**src/rtl/core/csrc_pkg.sv**
```systemverilog
package csrc_pkg;

  // Default disk geometry and descriptor table size.
  localparam int unsigned SectorsPerTrackDef = 18;
  localparam int unsigned HeadCountDef       = 2;
  localparam int unsigned CylinderCountDef   = 80;
  localparam int unsigned MaxRunsDef         = 30;

  // Field widths of the stream payloads.
  localparam int unsigned SnW    = 12;  // absolute sector number
  localparam int unsigned CylW   = 7;   // cylinder
  localparam int unsigned SecW   = 6;   // one-based sector inside the unit (up to 63)
  localparam int unsigned FieldW = 5;   // start, count and index fields of a result
  localparam int unsigned NumW   = 6;   // descriptors booked in the table

  // A run never grows beyond what the count field can hold.
  localparam logic [FieldW-1:0] LenLimit = '1;

  // Entries of the queue between the front and the back; a power of two.
  localparam int unsigned QueueDepth = 4;

  // One converted sector as handed from the front to the back.
  typedef struct packed {
    logic [CylW-1:0] cylinder;
    logic            head;
    logic [SecW-1:0] sector;
    logic            out_of_range;
    logic            final_req;
  } csrc_item_t;

  // One read descriptor or range flag as delivered on the output stream.
  typedef struct packed {
    logic [CylW-1:0]   cylinder;
    logic              head;
    logic [FieldW-1:0] start_sector;
    logic [FieldW-1:0] sector_count;
    logic [FieldW-1:0] run_index;
    logic              table_full;
    logic              out_of_range;
    logic              last;
  } csrc_result_t;

endpackage

```
**src/rtl/core/csrc_front.sv**
```systemverilog
module csrc_front
  import csrc_pkg::*;
#(
  parameter int unsigned SECTORS_PER_TRACK = SectorsPerTrackDef,
  parameter int unsigned HEAD_COUNT        = HeadCountDef,
  parameter int unsigned CYLINDER_COUNT    = CylinderCountDef
) (
  input  logic             clk_i,
  input  logic             rst_ni,
  input  logic             in_valid_i,
  output logic             in_ready_o,
  input  logic [SnW-1:0]   sector_number_i,
  input  logic             final_req_i,
  output logic             push_o,
  output csrc_item_t       item_o,
  input  logic             full_i
);

  // Exact division by the track length: multiply by a rounded-up reciprocal.
  localparam int unsigned RecipShift = SnW + $clog2(SECTORS_PER_TRACK);
  localparam int unsigned RecipW     = RecipShift + 1;
  localparam int unsigned RecipVal   =
      ((2 ** RecipShift) + SECTORS_PER_TRACK - 1) / SECTORS_PER_TRACK;
  localparam logic [RecipW-1:0] Recip = RecipW'(RecipVal);
  localparam int unsigned ProdW = SnW + RecipW;

  logic               s1_valid_q;
  logic [SnW-1:0]     s1_sn_q;
  logic               s1_fin_q;
  logic [ProdW-1:0]   s1_prod_q;

  logic               accept;
  logic [SnW-1:0]     track;
  logic [SnW-1:0]     track_base;
  logic [SecW-1:0]    remainder;
  logic [SnW-1:0]     cyl_full;
  logic               head;

  assign in_ready_o = !s1_valid_q || !full_i;
  assign accept     = in_valid_i && in_ready_o;
  assign push_o     = s1_valid_q && !full_i;

  always_ff @(posedge clk_i or negedge rst_ni) begin
    if (!rst_ni) begin
      s1_valid_q <= 1'b0;
    end else if (accept) begin
      s1_valid_q <= 1'b1;
    end else if (push_o) begin
      s1_valid_q <= 1'b0;
    end
  end

  always_ff @(posedge clk_i) begin
    if (accept) begin
      s1_sn_q   <= sector_number_i;
      s1_fin_q  <= final_req_i;
      s1_prod_q <= ProdW'(sector_number_i) * ProdW'(Recip);
    end
  end

  always_comb begin
    track      = s1_prod_q[RecipShift +: SnW];
    track_base = SnW'(track * SnW'(SECTORS_PER_TRACK));
    remainder  = SecW'(s1_sn_q - track_base);
    if (HEAD_COUNT == 2) begin
      head     = track[0];
      cyl_full = track >> 1;
    end else begin
      head     = 1'b0;
      cyl_full = track;
    end
    item_o.cylinder     = cyl_full[CylW-1:0];
    item_o.head         = head;
    item_o.sector       = remainder + SecW'(1);
    item_o.out_of_range = cyl_full >= SnW'(CYLINDER_COUNT);
    item_o.final_req    = s1_fin_q;
  end

endmodule

```
**src/rtl/core/csrc_fifo.sv**
```systemverilog
module csrc_fifo
  import csrc_pkg::*;
(
  input  logic       clk_i,
  input  logic       rst_ni,
  input  logic       push_i,
  input  csrc_item_t data_i,
  output logic       full_o,
  input  logic       pop_i,
  output logic       valid_o,
  output csrc_item_t data_o
);

  localparam int unsigned PtrW = $clog2(QueueDepth);
  localparam int unsigned CntW = $clog2(QueueDepth + 1);

  csrc_item_t        mem_q [QueueDepth];
  logic [PtrW-1:0]   wr_ptr_q;
  logic [PtrW-1:0]   rd_ptr_q;
  logic [CntW-1:0]   count_q;

  assign full_o  = count_q == CntW'(QueueDepth);
  assign valid_o = count_q != '0;
  assign data_o  = mem_q[rd_ptr_q];

  always_ff @(posedge clk_i or negedge rst_ni) begin
    if (!rst_ni) begin
      wr_ptr_q <= '0;
      rd_ptr_q <= '0;
      count_q  <= '0;
    end else begin
      if (push_i) begin
        wr_ptr_q <= wr_ptr_q + PtrW'(1);
      end
      if (pop_i) begin
        rd_ptr_q <= rd_ptr_q + PtrW'(1);
      end
      if (push_i && !pop_i) begin
        count_q <= count_q + CntW'(1);
      end else if (pop_i && !push_i) begin
        count_q <= count_q - CntW'(1);
      end
    end
  end

  always_ff @(posedge clk_i) begin
    if (push_i) begin
      mem_q[wr_ptr_q] <= data_i;
    end
  end

endmodule

```
**src/rtl/core/csrc_back.sv**
```systemverilog
module csrc_back
  import csrc_pkg::*;
#(
  parameter int unsigned MAX_RUNS = MaxRunsDef
) (
  input  logic         clk_i,
  input  logic         rst_ni,
  input  logic         item_valid_i,
  input  csrc_item_t   item_i,
  output logic         pop_o,
  output logic         out_valid_o,
  output csrc_result_t out_o,
  input  logic         out_ready_i
);

  logic              run_open_q;
  logic [CylW-1:0]   run_cyl_q;
  logic              run_head_q;
  logic [FieldW-1:0] run_start_q;
  logic [FieldW-1:0] run_len_q;
  logic [NumW-1:0]   run_num_q;

  logic              out_valid_q;
  csrc_result_t      out_q;
  logic              pend_valid_q;
  csrc_result_t      pend_q;

  logic              nxt_open;
  logic [CylW-1:0]   nxt_cyl;
  logic              nxt_head;
  logic [FieldW-1:0] nxt_start;
  logic [FieldW-1:0] nxt_len;
  logic [NumW-1:0]   nxt_num;
  csrc_result_t      res0;
  csrc_result_t      res1;
  csrc_result_t      flush;
  logic [1:0]        n_res;
  logic              extend;
  logic              out_take;

  // Descriptor of the open run; a full table yields a dropped entry at index zero.
  function automatic csrc_result_t make_run(logic [CylW-1:0] cyl, logic hd,
                                            logic [FieldW-1:0] st,
                                            logic [FieldW-1:0] len,
                                            logic [NumW-1:0] num);
    csrc_result_t r;
    r              = '0;
    r.cylinder     = cyl;
    r.head         = hd;
    r.start_sector = st;
    r.sector_count = len;
    r.table_full   = num >= NumW'(MAX_RUNS);
    r.run_index    = r.table_full ? '0 : num[FieldW-1:0];
    return r;
  endfunction

  assign out_take = out_valid_q && out_ready_i;
  assign pop_o    = item_valid_i && !pend_valid_q && (!out_valid_q || out_ready_i);
  assign out_valid_o = out_valid_q;
  assign out_o       = out_q;

  assign extend = run_open_q && (item_i.sector == SecW'(run_start_q) + SecW'(run_len_q))
                  && (item_i.head == run_head_q) && (item_i.cylinder == run_cyl_q)
                  && (run_len_q < LenLimit);

  always_comb begin
    nxt_open  = run_open_q;
    nxt_cyl   = run_cyl_q;
    nxt_head  = run_head_q;
    nxt_start = run_start_q;
    nxt_len   = run_len_q;
    nxt_num   = run_num_q;
    res0      = '0;
    res1      = '0;
    flush     = '0;
    n_res     = 2'd0;

    if (item_i.out_of_range) begin
      res0.out_of_range = 1'b1;
      n_res             = 2'd1;
    end else if (extend) begin
      nxt_len = run_len_q + FieldW'(1);
    end else begin
      if (run_open_q) begin
        res0  = make_run(run_cyl_q, run_head_q, run_start_q, run_len_q, run_num_q);
        n_res = 2'd1;
        if (!res0.table_full) begin
          nxt_num = run_num_q + NumW'(1);
        end
      end
      nxt_open  = 1'b1;
      nxt_cyl   = item_i.cylinder;
      nxt_head  = item_i.head;
      nxt_start = item_i.sector[FieldW-1:0];
      nxt_len   = FieldW'(1);
    end

    if (item_i.final_req) begin
      if (nxt_open) begin
        flush = make_run(nxt_cyl, nxt_head, nxt_start, nxt_len, nxt_num);
        if (n_res == 2'd0) begin
          res0 = flush;
        end else begin
          res1 = flush;
        end
        n_res = n_res + 2'd1;
      end
      if (n_res == 2'd2) begin
        res1.last = 1'b1;
      end else begin
        res0.last = 1'b1;
      end
      nxt_open  = 1'b0;
      nxt_cyl   = '0;
      nxt_head  = 1'b0;
      nxt_start = '0;
      nxt_len   = '0;
      nxt_num   = '0;
    end
  end

  always_ff @(posedge clk_i or negedge rst_ni) begin
    if (!rst_ni) begin
      run_open_q   <= 1'b0;
      run_cyl_q    <= '0;
      run_head_q   <= 1'b0;
      run_start_q  <= '0;
      run_len_q    <= '0;
      run_num_q    <= '0;
      out_valid_q  <= 1'b0;
      pend_valid_q <= 1'b0;
    end else begin
      if (pop_o) begin
        run_open_q  <= nxt_open;
        run_cyl_q   <= nxt_cyl;
        run_head_q  <= nxt_head;
        run_start_q <= nxt_start;
        run_len_q   <= nxt_len;
        run_num_q   <= nxt_num;
      end
      if (pend_valid_q) begin
        if (out_take) begin
          pend_valid_q <= 1'b0;
        end
      end else if (pop_o && n_res != 2'd0) begin
        out_valid_q  <= 1'b1;
        pend_valid_q <= n_res == 2'd2;
      end else if (out_take) begin
        out_valid_q <= 1'b0;
      end
    end
  end

  always_ff @(posedge clk_i) begin
    if (pend_valid_q) begin
      if (out_take) begin
        out_q <= pend_q;
      end
    end else if (pop_o && n_res != 2'd0) begin
      out_q  <= res0;
      pend_q <= res1;
    end
  end

endmodule

```
**src/rtl/core/chs_sector_run_coalescer.sv**
```systemverilog
// Path: a sector number passes the front stage register, the queue and the output register.
// Throughput: one transaction per cycle in unless the queue is full; an item with two results
// (a closed run or a range flag, plus a flush) stops further pops until the second is taken.
// Reset: rst_ni is asynchronous and active low; it empties the queue and output stages and
// returns the open run and the table count to zero. No clearing pass follows reset.
module chs_sector_run_coalescer
  import csrc_pkg::*;
#(
  parameter int unsigned SECTORS_PER_TRACK = SectorsPerTrackDef,
  parameter int unsigned HEAD_COUNT        = HeadCountDef,
  parameter int unsigned CYLINDER_COUNT    = CylinderCountDef,
  parameter int unsigned MAX_RUNS          = MaxRunsDef
) (
  input  logic        clk_i,
  input  logic        rst_ni,
  // Slave side: one absolute sector number per transaction.
  input  logic        s_axis_tvalid,
  output logic        s_axis_tready,
  input  logic [15:0] s_axis_tdata,   // [11:0] sector_number, [15:12] zero
  input  logic        s_axis_tlast,   // final_req
  // Master side: one read descriptor or range flag per transaction.
  output logic        m_axis_tvalid,
  input  logic        m_axis_tready,
  output logic [23:0] m_axis_tdata,   // [6:0] cylinder, [7] head, [12:8] start_sector,
                                      // [17:13] sector_count, [22:18] run_index, [23] zero
  output logic [1:0]  m_axis_tuser,   // [0] table_full, [1] out_of_range
  output logic        m_axis_tlast    // last
);

  // The front end converts each sector number to cylinder, head and sector with
  // a reciprocal multiply, registered before the remainder is formed, and flags
  // sectors past the last cylinder. The converted items wait in a short queue,
  // so the input side keeps accepting while the output is stalled, until the queue fills.
  // The back end holds the open run and decides, per item, whether it extends
  // the run or closes it. Up to two results per item leave through an output
  // register and a one-entry holding register for the second result.

  logic         push;
  logic         pop;
  logic         q_full;
  logic         q_valid;
  csrc_item_t   push_item;
  csrc_item_t   pop_item;
  csrc_result_t result;

  csrc_front #(
    .SECTORS_PER_TRACK (SECTORS_PER_TRACK),
    .HEAD_COUNT        (HEAD_COUNT),
    .CYLINDER_COUNT    (CYLINDER_COUNT)
  ) u_front (
    .clk_i           (clk_i),
    .rst_ni          (rst_ni),
    .in_valid_i      (s_axis_tvalid),
    .in_ready_o      (s_axis_tready),
    .sector_number_i (s_axis_tdata[SnW-1:0]),
    .final_req_i     (s_axis_tlast),
    .push_o          (push),
    .item_o          (push_item),
    .full_i          (q_full)
  );

  csrc_fifo u_queue (
    .clk_i   (clk_i),
    .rst_ni  (rst_ni),
    .push_i  (push),
    .data_i  (push_item),
    .full_o  (q_full),
    .pop_i   (pop),
    .valid_o (q_valid),
    .data_o  (pop_item)
  );

  csrc_back #(
    .MAX_RUNS (MAX_RUNS)
  ) u_back (
    .clk_i        (clk_i),
    .rst_ni       (rst_ni),
    .item_valid_i (q_valid),
    .item_i       (pop_item),
    .pop_o        (pop),
    .out_valid_o  (m_axis_tvalid),
    .out_o        (result),
    .out_ready_i  (m_axis_tready)
  );

  assign m_axis_tdata = {1'b0, result.run_index, result.sector_count, result.start_sector,
                         result.head, result.cylinder};
  assign m_axis_tuser = {result.out_of_range, result.table_full};
  assign m_axis_tlast = result.last;

endmodule

```
**config.mk**
```make
export PLATFORM = sky130hd
export DESIGN_NAME = chs_sector_run_coalescer
export DESIGN_NICKNAME = d
export VERILOG_FILES = /design/src/rtl/core/csrc_pkg.sv /design/src/rtl/core/csrc_front.sv /design/src/rtl/core/csrc_fifo.sv /design/src/rtl/core/csrc_back.sv /design/src/rtl/core/chs_sector_run_coalescer.sv
export SDC_FILE = /design/constraint.sdc
export NUM_CORES = 1
export LEC_CHECK = 0
export BUFFER_PORTS_ARGS = -buffer_cell sky130_fd_sc_hd__buf_2
export CAP_MARGIN = 20
export CORE_UTILIZATION = 35
export DETAILED_ROUTE_END_ITERATION = 10
export HOLD_SLACK_MARGIN = 0.02
export PLACE_DENSITY_LB_ADDON = 0.25
export RECOVER_POWER = 25
export SLEW_MARGIN = 0
export SYNTH_ARGS = -nofsm -noshare
export SYNTH_HDL_FRONTEND = slang
export SYNTH_HIERARCHICAL = 1
export SYNTH_SLANG_ARGS = --single-unit
```
**constraint.sdc**
```tcl
create_clock -name clk_i -period 7 [get_ports clk_i]
set_input_delay 0.35 -clock clk_i [delete_from_list [all_inputs] [get_ports clk_i]]
set_output_delay 0.35 -clock clk_i [all_outputs]
set_load 0.005 [all_outputs]
```
==> flow_metrics.tcl <==
set metrics [dict create \
    reg2reg_depth 11 \
    syn-num-nets 976 \
    clkSlewWorstSetupHoldPaths_ps 60 \
    busiest_layer "met2" \
    reg2reg_slack_ps 1860 \
    muxShareOfSynthArea_pct 4.54 \
    min_path_cells 2 \
    vias 6079 \
    wirelength_um 19100 \
    holdPathEnd "u_front/s1_valid_q" \
    die-area_um2 29300 \
    pin_count 50 \
    hold_path.class "primary input to flip-flop" \
    avgSynthCellArea_um2 12.1 \
    post-route-period-util_pct 73.5 \
    final_core_util_pct 39.7 \
    pre_cts_ws_ps 1800 \
    slew-limit-headroom_pct -38.0 \
    path_class "flip-flop to flip-flop" \
    initial_utilization_pct 35.8 \
    cts_setup_buffers 0 \
    area.growth.synth_to_final_pct 10.8 \
    chipHeight_um 171 \
    start_kind "flip-flop" \
    p_leak_nw 4.61 \
    port_buffers 44 \
    grt_pass1_wl_um 31500 \
    ctsHoldBuffers 0 \
    cts_tree "done" \
    worstPathCellList "mux4_1, xor2_1, nor4_1, nand3_1, or4_4, a21oi_4, inv_1, ha_1, nand2b_1, o221ai_1, nand2_1" \
    synth_area_um2 10000 \
    yosys.cell_types.count 75 \
    use_met1_pct 19.0 \
    endpoint_kind "flip-flop" \
    p_total_mw 5.21 \
    drive_gt1_share_pct 11.1 \
    power_density_nw_per_um2 470 \
    maxCapViolCount 1 \
    hp-start "s_axis_tvalid" \
    fin_crit_ps 5140 \
    final_common_cell "edfxtp_1" \
    drc 0 \
    die_x_um 171 \
    setup_viol 0 \
    num_rows 61 \
    holdWs_ps 119 \
    met2_usage_pct 22.5 \
    irDropWorstVdd_v 0.000204 \
    finalWorstSetupSlack_ps 1860 \
    critPathSlowestCell "dfrtp_1" \
    r2r-start "u_queue/rd_ptr_q[0]" \
    fp.coreArea_um2 27900 \
    path_buf_inv 1 \
    antenna_found_initial 0 \
    grt_start_max_net_pins 52 \
    root_buffer "clkbuf_16" \
    final-hold-violation-count 0 \
    max_freq_mhz 194 \
    place_hpwl_um 14300 \
    outcome "finished with violations" \
    drt-initial-drc-count 281 \
    yosys.area_share.simple_pct 8.91 \
    path_delay_family "simple AND/OR/NAND/NOR gates" \
    critPathArrivalTime_ps 5090 \
    yosysWarnings 6 \
    synthXorXnorAreaFrac_pct 3.59 \
    ys_async_sr_fraction_pct 21.2 \
    synth_top_family_by_area "adder cells" \
    worst-path-max-fanout 26 \
    synth_compound_area_share_pct 11.1 \
    synth_cells 827 \
    setup_tns_ps 0 \
    grt.overflow.total 0 \
    routed_via_density 4.88 \
    synthAdderAreaFrac_pct 18.3 \
    final_nets 1004 \
    ys_ff_latch 165 \
    drt-pass1-iter-count 5 \
    cts_num_sinks 165 \
    cp_data_required_time_ps 6940 \
    cts.path.max_buffers 2 \
    skew_ps 14.7 \
    worst_pin_slew_ps 2070 \
    violations "max-capacitance violations, max-slew violations" \
    r2r-end "u_back/out_o[10]" \
    cts_buffers 17 \
    cts_resized 0 \
    grt_pass1_vias 5889 \
    routabilityCongestion 0.821 \
    synth-edff-count 130 \
    antenna_cells 0 \
    final_cell_mix "130 x edfxtp_1, 97 x ha_1, 88 x inv_1" \
    synth_flop_cell "edfxtp_1" \
    htreeDepth 4 \
    rsz0062_at_grt "false" \
    insertion_delay_ps 430 \
    wl_per_cell_um 15.4 \
    max_stage_delay_ps 860 \
    grt_util_all_layers_pct 13.9 \
    ys_seq_area_share_pct 47.8 \
    maxSlewViolCount 36 \
    use_met3_pct 2.48 \
    ant_nets 0 \
]
registers in the layout, indices dropped and copies added (netlist names):
| signal | flops |
|---|---|
| u_queue/mem_q | 64 |
| u_back/out_valid_o | 1 |
| u_queue/wr_ptr_q | 2 |
| u_back/run_len_q | 5 |
| u_back/run_cyl_q | 7 |
| u_back/pend_q | 25 |
| u_front/s1_fin_q | 1 |
| u_back/run_open_q | 1 |
| u_back/pend_valid_q | 1 |
| u_queue/count_q | 3 |
| u_front/s1_valid_q | 1 |
| u_front/s1_prod_q | 8 |
| u_back/run_head_q | 1 |
| u_back/run_num_q | 6 |
| u_back/out_o | 26 |
| u_front/s1_sn_q | 6 |
| u_queue/rd_ptr_q | 2 |
| u_back/run_start_q | 5 |
worst max path at each step:
| stage | endpoint | startpoint | cells past startpoint | slack (ps) |
|---|---|---|---|---|
| floorplan | u_front/s1_prod_q[22] | s_axis_tdata[7] | 18 | 2660 |
| global route | u_back/out_o[10] | u_queue/rd_ptr_q[0] | 11 | 1440 |
| CTS | u_back/out_o[4] | u_queue/rd_ptr_q[0] | 11 | 1770 |
| detailed placement | u_back/out_o[6] | u_queue/rd_ptr_q[0] | 11 | 1800 |
| global placement | u_back/out_o[5] | u_queue/rd_ptr_q[0] | 11 | 1820 |
| finish | u_back/out_o[10] | u_queue/rd_ptr_q[0] | 11 | 1860 |
final cells by class:
class / count / area [um^2]
fill: 2694 / 16900
sequential: 165 / 4780
multi-input combinational: 532 / 4650
tap: 378 / 473
clock buffer: 19 / 433
inverter: 89 / 334
timing repair buffer: 50 / 254
clock inverter: 12 / 155
where the power goes:
part / leakage, nW / internal (mW) / switching (mW)
logic: 2.63 / 0.954 / 1.44
clock network: 0.282 / 0.560 / 0.373
registers: 1.70 / 1.68 / 0.201
total: 4.61 / 3.19 / 2.02
layer usage:
| metal | wire length [um] | vias up | part of all wire, % |
|---|---|---|---|
| met3 | 543 | 17 | 2.8 |
| li1 | - | 3027 | - |
| met1 | 9370 | 2930 | 49 |
| met5 | 0 | - | 0 |
| met2 | 9030 | 105 | 47 |
| met4 | 192 | 0 | 1.0 |
synth_stat cells (all sizes together), types with 19 or more instances:
cell type  number  area share, %
ha             97             12
a21oi          47            2.7
fa             31            6.2
nand2          68            2.6
dfrtp          35            8.8
edfxtp        130             39
inv            88            3.3
clkbuf         19           0.71
xor2           19            1.7
buf            22            1.6
xnor2          22            1.9
o21ai          30            1.6
nor2           29            1.1
cell families (layout without fill, tap and decap cells):
group	count (synthesis)	in the layout
AO/OA/AOI/OAI	161	161
XOR/XNOR	41	41
adder cells (fa/ha/maj)	128	128
buffers and inverters	130	170
flip-flops	165	165
multiplexers	22	22
other	1	1
AND/OR/NAND/NOR	179	179
worst reg2reg max path, cell delays in order, from the launching register on:
cell      delay [ps]
dfrtp_1          860
mux4_1           780
xor2_1           190
nor4_1           290
nand3_1          120
or4_4            700
a21oi_4          260
inv_1            100
ha_1             270
nand2b_1         160
o221ai_1         280
nand2_1          640
metrics by stage:
| stage | std cells | area [um^2] |
|---|---|---|
| final | 1245 | 11100 |
| after global routing | 1245 | 11100 |
| after CTS | 1245 | 11100 |
| after detailed placement | 1214 | 10500 |
| after global placement | 1214 | 10500 |
| after floorplan | 827 | 10000 |
No activity file was read; power rests on OpenSTA's default activity.
